$ cat config.mk
export PLATFORM = sky130hd
export DESIGN_NAME = transitive_closure_connectivity_core
export DESIGN_NICKNAME = d
export VERILOG_FILES = /design/src/rtl/tcc_pkg.sv /design/src/rtl/transitive_closure_connectivity_core.sv
export SDC_FILE = /design/constraint.sdc
export NUM_CORES = 1
export LEC_CHECK = 0
export ABC_CLOCK_PERIOD_IN_PS = 4360
export BUFFER_PORTS_ARGS = -buffer_cell sky130_fd_sc_hd__buf_4
export CAP_MARGIN = 15
export CORE_ASPECT_RATIO = 1.4
export CORE_UTILIZATION = 50
export CTS_CLUSTER_DIAMETER = 60
export DETAILED_ROUTE_END_ITERATION = 8
export PLACE_DENSITY = 0.66
export RECOVER_POWER = 25
export SLEW_MARGIN = 0
export SYNTH_ARGS = -nofsm -noshare
export SYNTH_HDL_FRONTEND = slang
export SYNTH_SLANG_ARGS = --single-unit
$ cat constraint.sdc
create_clock -name clock -period 4.36 [get_ports clock]
set_input_delay 0.218 -clock clock [delete_from_list [all_inputs] [get_ports clock]]
set_output_delay 0.218 -clock clock [all_outputs]
set_load 0.1 [all_outputs]
$ cat src/rtl/tcc_pkg.sv
// ----------------------------------------------------------------------------
// tcc_pkg
// shared widths, constants and helpers of the transitive closure core
// ----------------------------------------------------------------------------
package tcc_pkg;

   localparam int MAX_NODES = 16;
   localparam int ROW_W     = 16;
   localparam int IDX_W     = 4;
   localparam int CNT_W     = 5;

   typedef logic [ROW_W-1:0] row_type;
   typedef logic [IDX_W-1:0] idx_type;
   typedef logic [CNT_W-1:0] cnt_type;

   // node count limited to 1 .. MAX_NODES
   function automatic cnt_type clamp_nodes(input cnt_type cnt);
      cnt_type res;
      res = cnt;
      if (cnt == '0) begin
         res = CNT_W'(1);
      end else if (cnt > CNT_W'(MAX_NODES)) begin
         res = CNT_W'(MAX_NODES);
      end
      return res;
   endfunction

   // ones in the low cnt bits
   function automatic row_type node_mask(input cnt_type cnt);
      logic [ROW_W:0] wide;
      wide = ((ROW_W+1)'(1) << cnt) - (ROW_W+1)'(1);
      return wide[ROW_W-1:0];
   endfunction

endpackage

$ cat src/rtl/transitive_closure_connectivity_core.sv
// ----------------------------------------------------------------------------
// transitive_closure_connectivity_core
// warshall closure and strong connectivity of a directed graph of up to 16
// nodes, one adjacency row in per item, one reachability row out per item
// ----------------------------------------------------------------------------
// usage: set csr_node_count (n) while idle, then send adjacency rows on the
// req_ channel, one per item, the final one with req_last set. rows at or
// above n are dropped, bits at or above n are ignored. rows persist between
// runs, so a later run may reload only some rows.
// a row without last is taken whenever the core is idle. the last item starts the run,
// during which req_stall stays high. the run is set by one shared row unit
// and one port on the closure memory, each row step a read state and then a
// write, evaluate or send state: copy of n rows, then n pivots, each a pivot
// row load and then n rows, check of n rows, emission of n rows, plus any rsp_stall time.
// results leave on the rsp_ channel, rows 0 .. n-1 in order, each with the
// strong connectivity flag, rsp_last_row on row n-1. a held rsp_stall holds
// the output register and the emission waits. reset clears control state
// and sets n to 1; adjacency rows read as undefined until loaded.
// ----------------------------------------------------------------------------
module transitive_closure_connectivity_core (
   input  logic                  clock,
   input  logic                  reset,
   input  logic                  csr_we,
   input  logic [4:0]            csr_node_count,
   input  logic                  req_valid,
   output logic                  req_stall,
   input  logic [3:0]            req_row_index,
   input  logic [15:0]           req_row_bits,
   input  logic                  req_last,
   output logic                  rsp_valid,
   input  logic                  rsp_stall,
   output logic [3:0]            rsp_out_row,
   output logic [15:0]           rsp_reach_bits,
   output logic                  rsp_strongly_connected,
   output logic                  rsp_last_row
);

   typedef enum logic [3:0] {
      ST_IDLE,
      ST_COPY_RD,
      ST_COPY_WR,
      ST_PIV_RD,
      ST_PIV_LD,
      ST_ROW_RD,
      ST_ROW_WR,
      ST_CHK_RD,
      ST_CHK_EVAL,
      ST_OUT_RD,
      ST_OUT_SEND
   } state_type;

   state_type          state_ff;
   tcc_pkg::cnt_type   node_count_ff;
   tcc_pkg::idx_type   i_ff;
   tcc_pkg::idx_type   k_ff;
   tcc_pkg::row_type   pivot_ff;
   logic               conn_ff;
   logic               rsp_valid_ff;
   tcc_pkg::idx_type   rsp_row_ff;
   tcc_pkg::row_type   rsp_bits_ff;
   logic               rsp_conn_ff;
   logic               rsp_last_ff;

   tcc_pkg::row_type   adj_mem [tcc_pkg::MAX_NODES];
   tcc_pkg::row_type   clo_mem [tcc_pkg::MAX_NODES];
   tcc_pkg::row_type   adj_rd_ff;
   tcc_pkg::row_type   clo_rd_ff;

   tcc_pkg::cnt_type   n_eff;
   tcc_pkg::idx_type   last_idx;
   tcc_pkg::row_type   mask;
   logic               req_take;
   logic               adj_we;
   logic               clo_we;
   tcc_pkg::row_type   clo_wdata;
   tcc_pkg::idx_type   clo_raddr;
   logic               out_free;
   logic               i_end;
   tcc_pkg::cnt_type   cnt_tmp;

   always_comb begin
      n_eff     = tcc_pkg::clamp_nodes(node_count_ff);
      cnt_tmp   = n_eff - tcc_pkg::CNT_W'(1);
      last_idx  = cnt_tmp[tcc_pkg::IDX_W-1:0];
      mask      = tcc_pkg::node_mask(n_eff);
      req_take  = req_valid && (state_ff == ST_IDLE);
      adj_we    = req_take && ({1'b0, req_row_index} < n_eff);
      out_free  = !rsp_valid_ff || !rsp_stall;
      i_end     = (i_ff == last_idx);
      clo_raddr = (state_ff == ST_PIV_RD) ? k_ff : i_ff;
      clo_we    = 1'b0;
      clo_wdata = clo_rd_ff | pivot_ff;
      case (state_ff)
         ST_COPY_WR: begin
            clo_we    = 1'b1;
            clo_wdata = adj_rd_ff & mask;
         end
         ST_ROW_WR: begin
            clo_we = clo_rd_ff[k_ff];
         end
         default: begin
            clo_we = 1'b0;
         end
      endcase
   end

   // adjacency and closure memories
   always_ff @(posedge clock) begin
      if (adj_we) begin
         adj_mem[req_row_index] <= req_row_bits & mask;
      end
      adj_rd_ff <= adj_mem[i_ff];
   end

   always_ff @(posedge clock) begin
      if (clo_we) begin
         clo_mem[i_ff] <= clo_wdata;
      end
      clo_rd_ff <= clo_mem[clo_raddr];
   end

   always_ff @(posedge clock) begin
      if (reset) begin
         node_count_ff <= tcc_pkg::CNT_W'(1);
      end else if (csr_we) begin
         node_count_ff <= csr_node_count;
      end
   end

   always_ff @(posedge clock) begin
      if (reset) begin
         state_ff     <= ST_IDLE;
         i_ff         <= '0;
         k_ff         <= '0;
         conn_ff      <= 1'b0;
         rsp_valid_ff <= 1'b0;
      end else begin
         if (rsp_valid_ff && !rsp_stall && (state_ff != ST_OUT_SEND)) begin
            rsp_valid_ff <= 1'b0;
         end
         case (state_ff)
            ST_IDLE: begin
               if (req_take && req_last) begin
                  i_ff     <= '0;
                  state_ff <= ST_COPY_RD;
               end
            end
            ST_COPY_RD: begin
               state_ff <= ST_COPY_WR;
            end
            ST_COPY_WR: begin
               if (i_end) begin
                  i_ff     <= '0;
                  k_ff     <= '0;
                  state_ff <= ST_PIV_RD;
               end else begin
                  i_ff     <= i_ff + tcc_pkg::IDX_W'(1);
                  state_ff <= ST_COPY_RD;
               end
            end
            ST_PIV_RD: begin
               state_ff <= ST_PIV_LD;
            end
            ST_PIV_LD: begin
               pivot_ff <= clo_rd_ff;
               i_ff     <= '0;
               state_ff <= ST_ROW_RD;
            end
            ST_ROW_RD: begin
               state_ff <= ST_ROW_WR;
            end
            ST_ROW_WR: begin
               if (i_end) begin
                  i_ff <= '0;
                  if (k_ff == last_idx) begin
                     conn_ff  <= 1'b1;
                     state_ff <= ST_CHK_RD;
                  end else begin
                     k_ff     <= k_ff + tcc_pkg::IDX_W'(1);
                     state_ff <= ST_PIV_RD;
                  end
               end else begin
                  i_ff     <= i_ff + tcc_pkg::IDX_W'(1);
                  state_ff <= ST_ROW_RD;
               end
            end
            ST_CHK_RD: begin
               state_ff <= ST_CHK_EVAL;
            end
            ST_CHK_EVAL: begin
               // a lone node needs a self-loop
               if (n_eff == tcc_pkg::CNT_W'(1)) begin
                  conn_ff <= clo_rd_ff[0];
               end else if (((clo_rd_ff | (tcc_pkg::ROW_W'(1) << i_ff)) & mask) != mask) begin
                  conn_ff <= 1'b0;
               end
               if (i_end) begin
                  i_ff     <= '0;
                  state_ff <= ST_OUT_RD;
               end else begin
                  i_ff     <= i_ff + tcc_pkg::IDX_W'(1);
                  state_ff <= ST_CHK_RD;
               end
            end
            ST_OUT_RD: begin
               state_ff <= ST_OUT_SEND;
            end
            ST_OUT_SEND: begin
               if (out_free) begin
                  rsp_valid_ff <= 1'b1;
                  rsp_row_ff   <= i_ff;
                  rsp_bits_ff  <= clo_rd_ff;
                  rsp_conn_ff  <= conn_ff;
                  rsp_last_ff  <= i_end;
                  if (i_end) begin
                     state_ff <= ST_IDLE;
                  end else begin
                     i_ff     <= i_ff + tcc_pkg::IDX_W'(1);
                     state_ff <= ST_OUT_RD;
                  end
               end
            end
            default: begin
               state_ff <= ST_IDLE;
            end
         endcase
      end
   end

   assign req_stall              = (state_ff != ST_IDLE);
   assign rsp_valid              = rsp_valid_ff;
   assign rsp_out_row            = rsp_row_ff;
   assign rsp_reach_bits         = rsp_bits_ff;
   assign rsp_strongly_connected = rsp_conn_ff;
   assign rsp_last_row           = rsp_last_ff;

endmodule
==> flow_summary.ini, run 1 <==
[cts]
htreeDepth = 2
clk_path_buf_depth = 3
clk_pin_slew_worst_paths_ps = 60
clk_sinks = 601
cts_root_buffer = sky130_fd_sc_hd__clkbuf_16
tritoncts = done
clk-insertion-delay-late_ps = 600
number_of_buffers_added_by_the_clock_tree_synthesis_step = 54

[setup_path]
startpoint = node_count_ff[4]$_SDFFE_PP0P_
r2r-start = node_count_ff[4]$_SDFFE_PP0P_
critical_path_peak_fanout = 16
end_kind = flip-flop
cp_cell_sequence = nor4_1, nor2_1, ha_1, or3_1, a32oi_2, and4_1, nor2_1, a21boi_0, buf_4, o22ai_1
worst_r2r_path_depth = 10
crit_required_ps = 4590
rr_endpoint = clo_mem[5][12]$_DFFE_PP_
worst_path_largest_cell_delay_ps = 850
critPathLaunchType = flip-flop
rrSetupSlack_ps = 320
worst-endpoint-arrival_ps = 4280
crit_type = reg2reg
cpMaxStageDelayCell = sky130_fd_sc_hd__o22ai_1
worst_path_most_repeated_cell = sky130_fd_sc_hd__nor2_1

[die]
std_cell_rows = 94
ioPinCount = 55
chipHeight_um = 261
die_w_um = 187
floorplan.die_area_um2 = 48600
floorplan.core_area_um2 = 47000
initial_core_util_pct = 50.7

[sta]
relSlewSlack_pct = -16.0
tightestPinTransition_ps = 1740
grt_setup_unrepaired = false
worst_hold_check_slack_ps = 104
post-route-min-period_ps = 4040
setup_viol = 0
period_share_pct = 92.7
worst_clock_skew_ps = 22.1
timing.final.ws_setup_ps = 318
finalSetupTns_ps = 0
max_freq_mhz = 247
timing_hold_violations_final = 0
timing.final.max_slew_violations = 110

[synth]
yosysTopAreaCell = sky130_fd_sc_hd__edfxtp_1
synth_ff_type = sky130_fd_sc_hd__edfxtp_1
postSynthAreaPerCell_um2 = 19.0
ys_warn_count = 0
post_synthesis_instance_area_um2 = 23900
yosys.area.top_type_share_pct = 69.2
ys_seq_elements = 601
syn_nets = 1304
yosys.cell_types.count = 65
synth_area_leaders = sky130_fd_sc_hd__edfxtp_1 (69%), sky130_fd_sc_hd__mux4_2 (14%), sky130_fd_sc_hd__dfxtp_1 (4.3%)
asyncSetResetFlopFracSynth_pct = 0
ys_seq_area_share_pct = 73.5
post_synthesis_cell_count = 1257
synth_enable_flop_cells = 550

[global_routing]
grtUsageTotal_pct = 23.3
overflow = 0
wire_length_of_the_first_global_routing_pass_um = 82300
grt_start_max_net_pins = 65
first_global_vias = 12900
number_of_antenna_violations_at_the_first_check_in_global_routing = 0

[drt]
drt_wl_total_um = 55400
dr.pass1.iters = 5
detail_route.iter0.violations = 1018
avgViaCountPerCell = 6.03
drt-wirelength-per-cell_um = 26.8
wl_met3_um = 2700
detail-route-antenna-nets = 0
num_vias = 12500
detailroute.wirelength.met2_um = 29800
dr.max_layer_used = met4
count_of_unresolved_drc_violations_after_routing = 0
wirelength_met1_um = 20900

[min_path]
tightest_hold_check_type = in2reg
hold_depth = 4
hold_start = rsp_stall
hold_path_end = rsp_valid$_SDFF_PP0_

[placed_design]
placed_cells_incl_taps = 1949
port_buffers = 54
post_dp_area_um2 = 25600
placement.setup.worst_slack_ps = 369
finalWeightedCongestion = 0.887
detailedPlacementHpwl_um = 34600

[pwr]
leakage_nw = 8.74
ir_worst_vdd_uv = 404
power.density_nw_per_um2 = 459

[outcome]
status = finished, violations left
violations_in_the_final_reports = capacitance limit, slew limit

[layout]
drive_gt1_share_pct = 26.1
postLayoutCellArea_um2 = 27300
final_net_count = 1446
diodes = 0
layoutNonFillerInstCount = 2066
syn2layout_area_growth_pct = 14.5

[flow_run]
cap_violations = 4
==> what timing repair did <==
action,in CTS,in global routing
hold buffers,15,0
resized for setup,0,0
endpoints found under the hold margin,14,0
buffers inserted,0,0
==> cell usage after synthesis (16+ instances only) <==
library cell / number
sky130_fd_sc_hd__a211oi_1: 20
sky130_fd_sc_hd__a21oi_1: 19
sky130_fd_sc_hd__a31oi_1: 23
sky130_fd_sc_hd__and2_1: 19
sky130_fd_sc_hd__buf_2: 16
sky130_fd_sc_hd__clkbuf_1: 37
sky130_fd_sc_hd__dfxtp_1: 51
sky130_fd_sc_hd__edfxtp_1: 550
sky130_fd_sc_hd__ha_1: 16
sky130_fd_sc_hd__inv_1: 18
sky130_fd_sc_hd__mux4_2: 149
sky130_fd_sc_hd__nand2_1: 77
sky130_fd_sc_hd__nor2_1: 46
sky130_fd_sc_hd__nor2b_1: 17
sky130_fd_sc_hd__nor3_1: 19
==> final cells by class <==
class | instances | area (µm²)
Timing Repair Buffer | 151 | 1030
Tap cell | 624 | 781
Clock buffer | 70 | 1490
Sequential cell | 601 | 17500
Multi-Input combinational cell | 571 | 6170
Fill cell | 3551 | 19700
Clock inverter | 29 | 245
Inverter | 20 | 75.1
==> stage by stage <==
| step | util [%] | power, mW |
|---|---|---|
| after floorplan | - | 7.53 |
| after global placement | 54.5 | 7.98 |
| after detailed placement | 54.5 | 8.01 |
| after CTS | 58.5 | 12.6 |
| after global routing | 58.1 | 12.9 |
| final | 58.1 | 12.5 |
==> cell families after synthesis <==
logic type,count (synthesis),share of synthesized area [%]
xor+xnor,13,0.535
flops,601,73.5
buf+inv,85,1.47
compound gates,132,3.87
simple gates,252,5.39
mux,158,14.4
fa+ha+maj,16,0.839
==> critical path: cells and delay by family (launching register included) <==
| family | cells | cell delay, ps |
|---|---|---|
| AOI/OAI and AO/OA | 3 | 1340 |
| adders and majority gates | 1 | 380 |
| buffers and inverters | 1 | 160 |
| DFF | 1 | 330 |
| and+or+nand+nor | 5 | 1450 |
==> worst max path at each step <==
stage | endpoint | slack [ps]
floorplan | conn_ff$_SDFFE_PP0P_ | 390
global placement | clo_mem[13][12]$_DFFE_PP_ | 480
detailed placement | clo_mem[13][12]$_DFFE_PP_ | 370
CTS | clo_mem[7][12]$_DFFE_PP_ | 350
global route | clo_mem[9][12]$_DFFE_PP_ | 130
finish | clo_mem[5][12]$_DFFE_PP_ | 320
==> placed cells by master (no fill, tap or decap), types with 6 or more instances in the layout <==
cell type | synthesis | final
sky130_fd_sc_hd__a211oi_1 | 20 | 20
sky130_fd_sc_hd__a21oi_1 | 19 | 18
sky130_fd_sc_hd__a31oi_1 | 23 | 23
sky130_fd_sc_hd__and2_1 | 19 | 17
sky130_fd_sc_hd__buf_4 | 1 | 90
sky130_fd_sc_hd__clkbuf_1 | 37 | 51
sky130_fd_sc_hd__clkbuf_16 | 0 | 54
sky130_fd_sc_hd__clkbuf_8 | 0 | 8
sky130_fd_sc_hd__clkinv_1 | 0 | 10
sky130_fd_sc_hd__clkinv_2 | 0 | 11
sky130_fd_sc_hd__dfxtp_1 | 51 | 51
sky130_fd_sc_hd__dlygate4sd3_1 | 0 | 15
sky130_fd_sc_hd__edfxtp_1 | 550 | 550
sky130_fd_sc_hd__ha_1 | 16 | 16
sky130_fd_sc_hd__inv_1 | 18 | 18
sky130_fd_sc_hd__mux4_2 | 149 | 149
sky130_fd_sc_hd__nand2_1 | 77 | 77
sky130_fd_sc_hd__nand2b_1 | 9 | 9
sky130_fd_sc_hd__nand3_1 | 11 | 11
sky130_fd_sc_hd__nor2_1 | 46 | 34
sky130_fd_sc_hd__nor2_2 | 0 | 12
sky130_fd_sc_hd__nor2b_1 | 17 | 17
sky130_fd_sc_hd__nor3_1 | 19 | 8
sky130_fd_sc_hd__nor3_2 | 0 | 11
sky130_fd_sc_hd__nor4_2 | 0 | 8
sky130_fd_sc_hd__o21ai_0 | 14 | 13
sky130_fd_sc_hd__o22ai_1 | 13 | 13
sky130_fd_sc_hd__or2_2 | 6 | 6
sky130_fd_sc_hd__xnor2_1 | 8 | 8
==> power by group <==
group | leakage, nW | switching (mW) | internal, mW
registers | 5.38 | 0.111 | 6.62
logic | 2.49 | 0.731 | 0.421
clock network | 0.864 | 2.06 | 2.60
==> metal layers <==
metal | global-route usage (%) | vias up
li1 | - | 5408
met5 | 0 | -
met2 | 42.7 | 372
met3 | 2.81 | 114
met4 | 9.06 | 0
met1 | 28.2 | 6560
==> sequential cells by signal, indices dropped and copies added (netlist names), 5 cells and up <==
name	count
node_count_ff	5
rsp_reach_bits	16
clo_rd_ff	16
adj_rd_ff	16
pivot_ff	16
adj_mem	256
clo_mem	256
(Power assumes the default switching activity.)
==> run 2: changes to the inputs <==
- ABC_CLOCK_PERIOD_IN_PS: 4360 -> 3800
- SLEW_MARGIN: 0 -> 25
- clock period: 4.36 -> 3.8 ns (I/O delays scaled with it)
==> run 2 against run 1 <==
  * The flow still finishes with violations (capacitance limit, slew limit)
  * Sequential cell count did not move
  * Final area rose by 0.92%
  * Die area did not move
  * Critical path depth rose by 1
  * Clock power rose by 19%
  * Non-clock buffer count rose by 16
  * Clock skew barely moved
  * Global-route usage rose by 0.29 points
  * Largest cell class unchanged
==> flow_summary.ini, run 2 (synthesis gave the netlist of run 1 again) <==
[sta]
timing.final.max_slew_violations = 38
worst_clock_skew_ps = 21.9
setup_viol = 0
worst_hold_check_slack_ps = 23.8
post-route-min-period_ps = 3640
timing.final.ws_setup_ps = 156
period_share_pct = 95.9
relSlewSlack_pct = -19.0
finalSetupTns_ps = 0
tightestPinTransition_ps = 1780
timing_hold_violations_final = 0
max_freq_mhz = 274

[global_routing]
grt_start_max_net_pins = 66
grtUsageTotal_pct = 23.6
first_global_vias = 13000
overflow = 0
number_of_antenna_violations_at_the_first_check_in_global_routing = 2
wire_length_of_the_first_global_routing_pass_um = 83000

[drt]
dr.pass1.iters = 4
detail_route.iter0.violations = 887
num_vias = 12600
count_of_unresolved_drc_violations_after_routing = 0
avgViaCountPerCell = 6.03
detail-route-antenna-nets = 0
drt-wirelength-per-cell_um = 26.7
drt_wl_total_um = 55800

[outcome]
status = finished, violations left
violations_in_the_final_reports = capacitance limit, slew limit

[placed_design]
post_dp_area_um2 = 25800
placed_cells_incl_taps = 1967
detailedPlacementHpwl_um = 34500
placement.setup.worst_slack_ps = -48.2
port_buffers = 54
finalWeightedCongestion = 0.886

[layout]
postLayoutCellArea_um2 = 27600
most-common-layout-cells = sky130_fd_sc_hd__edfxtp_1 (550), sky130_fd_sc_hd__mux4_2 (149), sky130_fd_sc_hd__buf_4 (95), sky130_fd_sc_hd__nand2_1 (77), sky130_fd_sc_hd__clkbuf_1 (56)
diodes = 0
mostFrequentLayoutCell = sky130_fd_sc_hd__edfxtp_1
layoutNonFillerInstCount = 2087
fin_util_pct = 58.6
drive_gt1_share_pct = 27.4
final_net_count = 1463
layout_top_registers = adj_mem: 256 flops, clo_mem: 256 flops
syn2layout_area_growth_pct = 15.6

[pwr]
power.share.clock_pct = 37.8
netSwitchingPower_mw = 3.35
power_frac_seq_pct = 52.6
p_comb_share_pct = 9.6
power.internal_mw = 11.3
sw_frac_of_total_pct = 22.9
power.density_nw_per_um2 = 531
leakage_nw = 8.87
ir_worst_vdd_uv = 430
totalPowerFinal_mw = 14.6

[setup_path]
worst_path_largest_cell_delay_ps = 550
crit_buf_inv = 3
end_kind = flip-flop
cp_cell_sequence = buf_4, nand2b_2, inv_1, ha_1, inv_2, or4_4, a31oi_4, o211ai_1, or4_1, or4_1, a221oi_1
critical_path_peak_fanout = 15
crit_type = reg2reg
cp_top_family = simple AND/OR/NAND/NOR gates
cpMaxStageDelayCell = sky130_fd_sc_hd__or4_1
worst-endpoint-arrival_ps = 4140
worst_path_most_repeated_cell = sky130_fd_sc_hd__or4_1
critPathLaunchType = flip-flop
crit_required_ps = 4300

[min_path]
tightest_hold_check_type = in2reg

[cts]
clk_path_buf_depth = 3
number_of_buffers_added_by_the_clock_tree_synthesis_step = 55
tritoncts = done
post-cts-setup-buffers = 0
clk-insertion-delay-late_ps = 600
clk_sinks = 601
htreeDepth = 2
cts_root_buffer = sky130_fd_sc_hd__clkbuf_16
clk_pin_slew_worst_paths_ps = 60

[die]
initial_core_util_pct = 50.7
ioPinCount = 55
floorplan.die_area_um2 = 48600
die_w_um = 187
std_cell_rows = 94
chipHeight_um = 261
floorplan.core_area_um2 = 47000

[flow_run]
cap_violations = 2
[run 2: cell types whose count changed in the layout (fill, tap and decap cells not counted), sizes merged]
cell and delta:
buf +6, bufinv +3, clkbuf +12, clkinv -4
clkinvlp +2, inv +2
[run 2: power by group through the flow]
stage | Sequential, mW | Clock [mW] | Combinational [mW]
3_5_place_dp | 7.83 | 0 | 1.41
2_1_floorplan | 7.79 | 0 | 0.859
3_3_place_gp | 7.83 | 0 | 1.38
5_1_grt | 7.70 | 5.85 | 1.53
6_report | 7.69 | 5.53 | 1.41
4_1_cts | 7.69 | 5.61 | 1.43
[run 2: final cells by class]
cell class / instances / area, µm²
Tap cell: 624 / 781
Multi-Input combinational cell: 571 / 6230
Clock inverter: 32 / 332
Sequential cell: 601 / 17500
Inverter: 20 / 75.1
Timing Repair Buffer: 167 / 1140
Clock buffer: 72 / 1480
Fill cell: 3530 / 19500
[run 2: path summary, 6_finish.rpt]
check,start,endpoint,slack (ps),cells after the start
worst max-delay path,node_count_ff[4]$_SDFFE_PP0P_,conn_ff$_SDFFE_PP0P_,160,11
worst min-delay path,rsp_stall,rsp_valid$_SDFF_PP0_,20,4
worst max register to register,node_count_ff[4]$_SDFFE_PP0P_,conn_ff$_SDFFE_PP0P_,160,11
worst min register to register,conn_ff$_SDFFE_PP0P_,rsp_strongly_connected$_DFFE_PP_,580,0
[run 2: timing repair]
item | 4_1_cts | 5_1_grt
setup endpoints to repair | 16 | 33
hold endpoints to repair | 14 | 0
resized for setup | 1 | 7
cloned | 0 | 0
hold buffers | 15 | 0
[run 2: worst reg2reg max path, delay by kind of cell, from the launching register on]
| family | cells | cell delay [ps] |
|---|---|---|
| fa+ha+maj | 1 | 370 |
| flops | 1 | 350 |
| compound gates | 3 | 600 |
| simple gates | 4 | 1840 |
| buf+inv | 3 | 390 |
[run 2: routing by layer]
| layer | up-vias | part of all wire [%] | track usage (%) |
|---|---|---|---|
| met3 | 126 | 5.0 | 3.00 |
| met2 | 367 | 54 | 43.2 |
| li1 | 5445 | - | - |
| met1 | 6641 | 37 | 28.5 |
| met5 | - | 0.030 | 0 |
| met4 | 2 | 3.7 | 8.88 |
==> run 3: changes to the inputs <==
- RECOVER_POWER: 25 -> 100
- SLEW_MARGIN: 25 -> 20
==> run 3 against run 2 <==
  * Worst setup slack worse by 6.8 ps
  * Hold slack better by 14 ps
  * The run still ends with capacitance limit, slew limit left
  * Critical path depth unchanged
  * Register-to-register slack about the same
  * Final cell count is essentially flat
  * Core utilization down 0.48 points
  * Largest cell class unchanged
  * Total power shrank 1.4%
  * Non-clock buffer count unchanged
==> flow_summary.ini, run 3 (synthesis gave the netlist of run 1 again) <==
[outcome]
status = finished, violations left
violations_in_the_final_reports = capacitance limit, slew limit

[drt]
avgViaCountPerCell = 6.00
dr.pass1.iters = 5
drt_wl_total_um = 55500
detail_route.iter0.violations = 1037
drt-wirelength-per-cell_um = 26.6
detail-route-antenna-nets = 0
count_of_unresolved_drc_violations_after_routing = 0
num_vias = 12500

[setup_path]
r2r-start = node_count_ff[4]$_SDFFE_PP0P_
cpMaxStageDelayCell = sky130_fd_sc_hd__nor4_1
worst_path_largest_cell_delay_ps = 830
startpoint = node_count_ff[4]$_SDFFE_PP0P_
critPathLaunchType = flip-flop
crit_type = reg2reg
crit_required_ps = 4150
end_kind = flip-flop
cp_cell_sequence = buf_6, nand2b_2, inv_1, ha_1, buf_4, nor4_1, o32a_1, clkbuf_2, nand3_1, o21ai_0, clkbuf_1
critical_path_peak_fanout = 16
worst-endpoint-arrival_ps = 4000

[placed_design]
post_dp_area_um2 = 25800
placement.setup.worst_slack_ps = -18.9
port_buffers = 54
finalWeightedCongestion = 0.886
detailedPlacementHpwl_um = 34400
placed_cells_incl_taps = 1967

[pwr]
totalPowerFinal_mw = 14.4
ir_worst_vdd_uv = 534
power.density_nw_per_um2 = 528
leakage_nw = 8.73

[layout]
fin_util_pct = 58.1
layout_top_registers = adj_mem: 256 flops, clo_mem: 256 flops
mostFrequentLayoutCell = sky130_fd_sc_hd__edfxtp_1
syn2layout_area_growth_pct = 14.6
drive_gt1_share_pct = 25.6
final_net_count = 1463
postLayoutCellArea_um2 = 27400
fillCellCount = 3605
diodes = 0
most-common-layout-cells = sky130_fd_sc_hd__edfxtp_1 (550), sky130_fd_sc_hd__mux4_2 (149), sky130_fd_sc_hd__nand2_1 (77), sky130_fd_sc_hd__clkbuf_1 (73), sky130_fd_sc_hd__clkbuf_16 (55)
layoutNonFillerInstCount = 2086

[sta]
timing.final.max_slew_violations = 60
grt_setup_unrepaired = false
period_share_pct = 96.1
max_freq_mhz = 274
timing.final.ws_setup_ps = 149
relSlewSlack_pct = -22.6
tightestPinTransition_ps = 1840
worst_clock_skew_ps = 27.8
timing_hold_violations_final = 0
post-route-min-period_ps = 3650
setup_viol = 0

[global_routing]
wire_length_of_the_first_global_routing_pass_um = 82600
number_of_antenna_violations_at_the_first_check_in_global_routing = 1
first_global_vias = 13000
overflow = 0
grt_start_max_net_pins = 66
grtUsageTotal_pct = 23.6

[cts]
post-cts-setup-buffers = 0
htreeDepth = 2
clk_sinks = 601
clk_path_buf_depth = 3
cts_root_buffer = sky130_fd_sc_hd__clkbuf_16
clk-insertion-delay-late_ps = 630
clk_pin_slew_worst_paths_ps = 70
number_of_buffers_added_by_the_clock_tree_synthesis_step = 55
tritoncts = done

[flow_run]
cap_violations = 2

[die]
die_w_um = 187
floorplan.core_area_um2 = 47000
std_cell_rows = 94
initial_core_util_pct = 50.7
floorplan.die_area_um2 = 48600
chipHeight_um = 261
ioPinCount = 55

[min_path]
hold_start = req_row_bits[13]
tightest_hold_check_type = in2reg
-- run 3: changes by cell type in the layout (fill, tap and decap cells not counted), sizes merged, moves of 2 or more --
cell / change
buf: -41
clkbuf: +37
inv: -4
bufinv: -2
clkinv: +4
clkinvlp: +4
-- run 3: per-layer routing --
metal / share of wire [%] / vias to the layer above / global-route usage [%]
li1: - / 5440 / -
met3: 5.1 / 108 / 3.42
met4: 3.5 / 2 / 9.24
met1: 38 / 6586 / 28.5
met2: 54 / 388 / 42.8
met5: 0.023 / - / 0
-- run 3: final cells by class --
class                      instances  area [µm²]  area share [%]
sequential                       601       17500            64.1
multi-input combinational        571        6170            22.6
inverter                          20        75.1           0.274
clock inverter                    34         322            1.18
timing repair buffer             167        1030            3.76
clock buffer                      69        1440            5.26
tap                              624         781            2.85
-- run 3: report_power, final --
| part | leakage [nW] | switching (mW) | internal [mW] |
|---|---|---|---|
| combinational | 2.50 | 0.883 | 0.478 |
| clock | 0.845 | 2.39 | 2.98 |
| sequential | 5.38 | 0.0920 | 7.60 |
| total | 8.73 | 3.37 | 11.1 |
-- run 3: final timing paths --
check                        endpoint  slack, ps  cells past startpoint
max           clo_mem[4][9]$_DFFE_PP_        150                     11
min          adj_mem[3][13]$_DFFE_PP_         40                      2
max reg2reg   clo_mem[4][9]$_DFFE_PP_        150                     11
min reg2reg     pivot_ff[4]$_DFFE_PP_        580                      0
-- run 3: timing repair --
item | 4_1_cts | 5_1_grt
hold buffers | 16 | 0
gates resized for setup | 1 | 10
endpoints found under the hold margin | 15 | 0
gates cloned | 0 | 0
setup endpoints to repair | 16 | 81
-- run 3: stage by stage --
| step | hold WS (ps) | setup TNS [ps] |
|---|---|---|
| 6_report | 37.6 | 0 |
| 2_1_floorplan | 318 | -5550 |
| 3_3_place_gp | 433 | 0 |
| 4_1_cts | 4.18 | 0 |
| 5_1_grt | 18.1 | 0 |
| 3_5_place_dp | 436 | -295 |
-- run 3: worst max-delay path, delay by kind of cell (launching register included) --
family | cells | cell delay (ps)
AND/OR/NAND/NOR | 3 | 1140
buffers and inverters | 5 | 1130
AO/OA/AOI/OAI | 2 | 420
flip-flops | 1 | 420
adder cells (fa/ha/maj) | 1 | 260
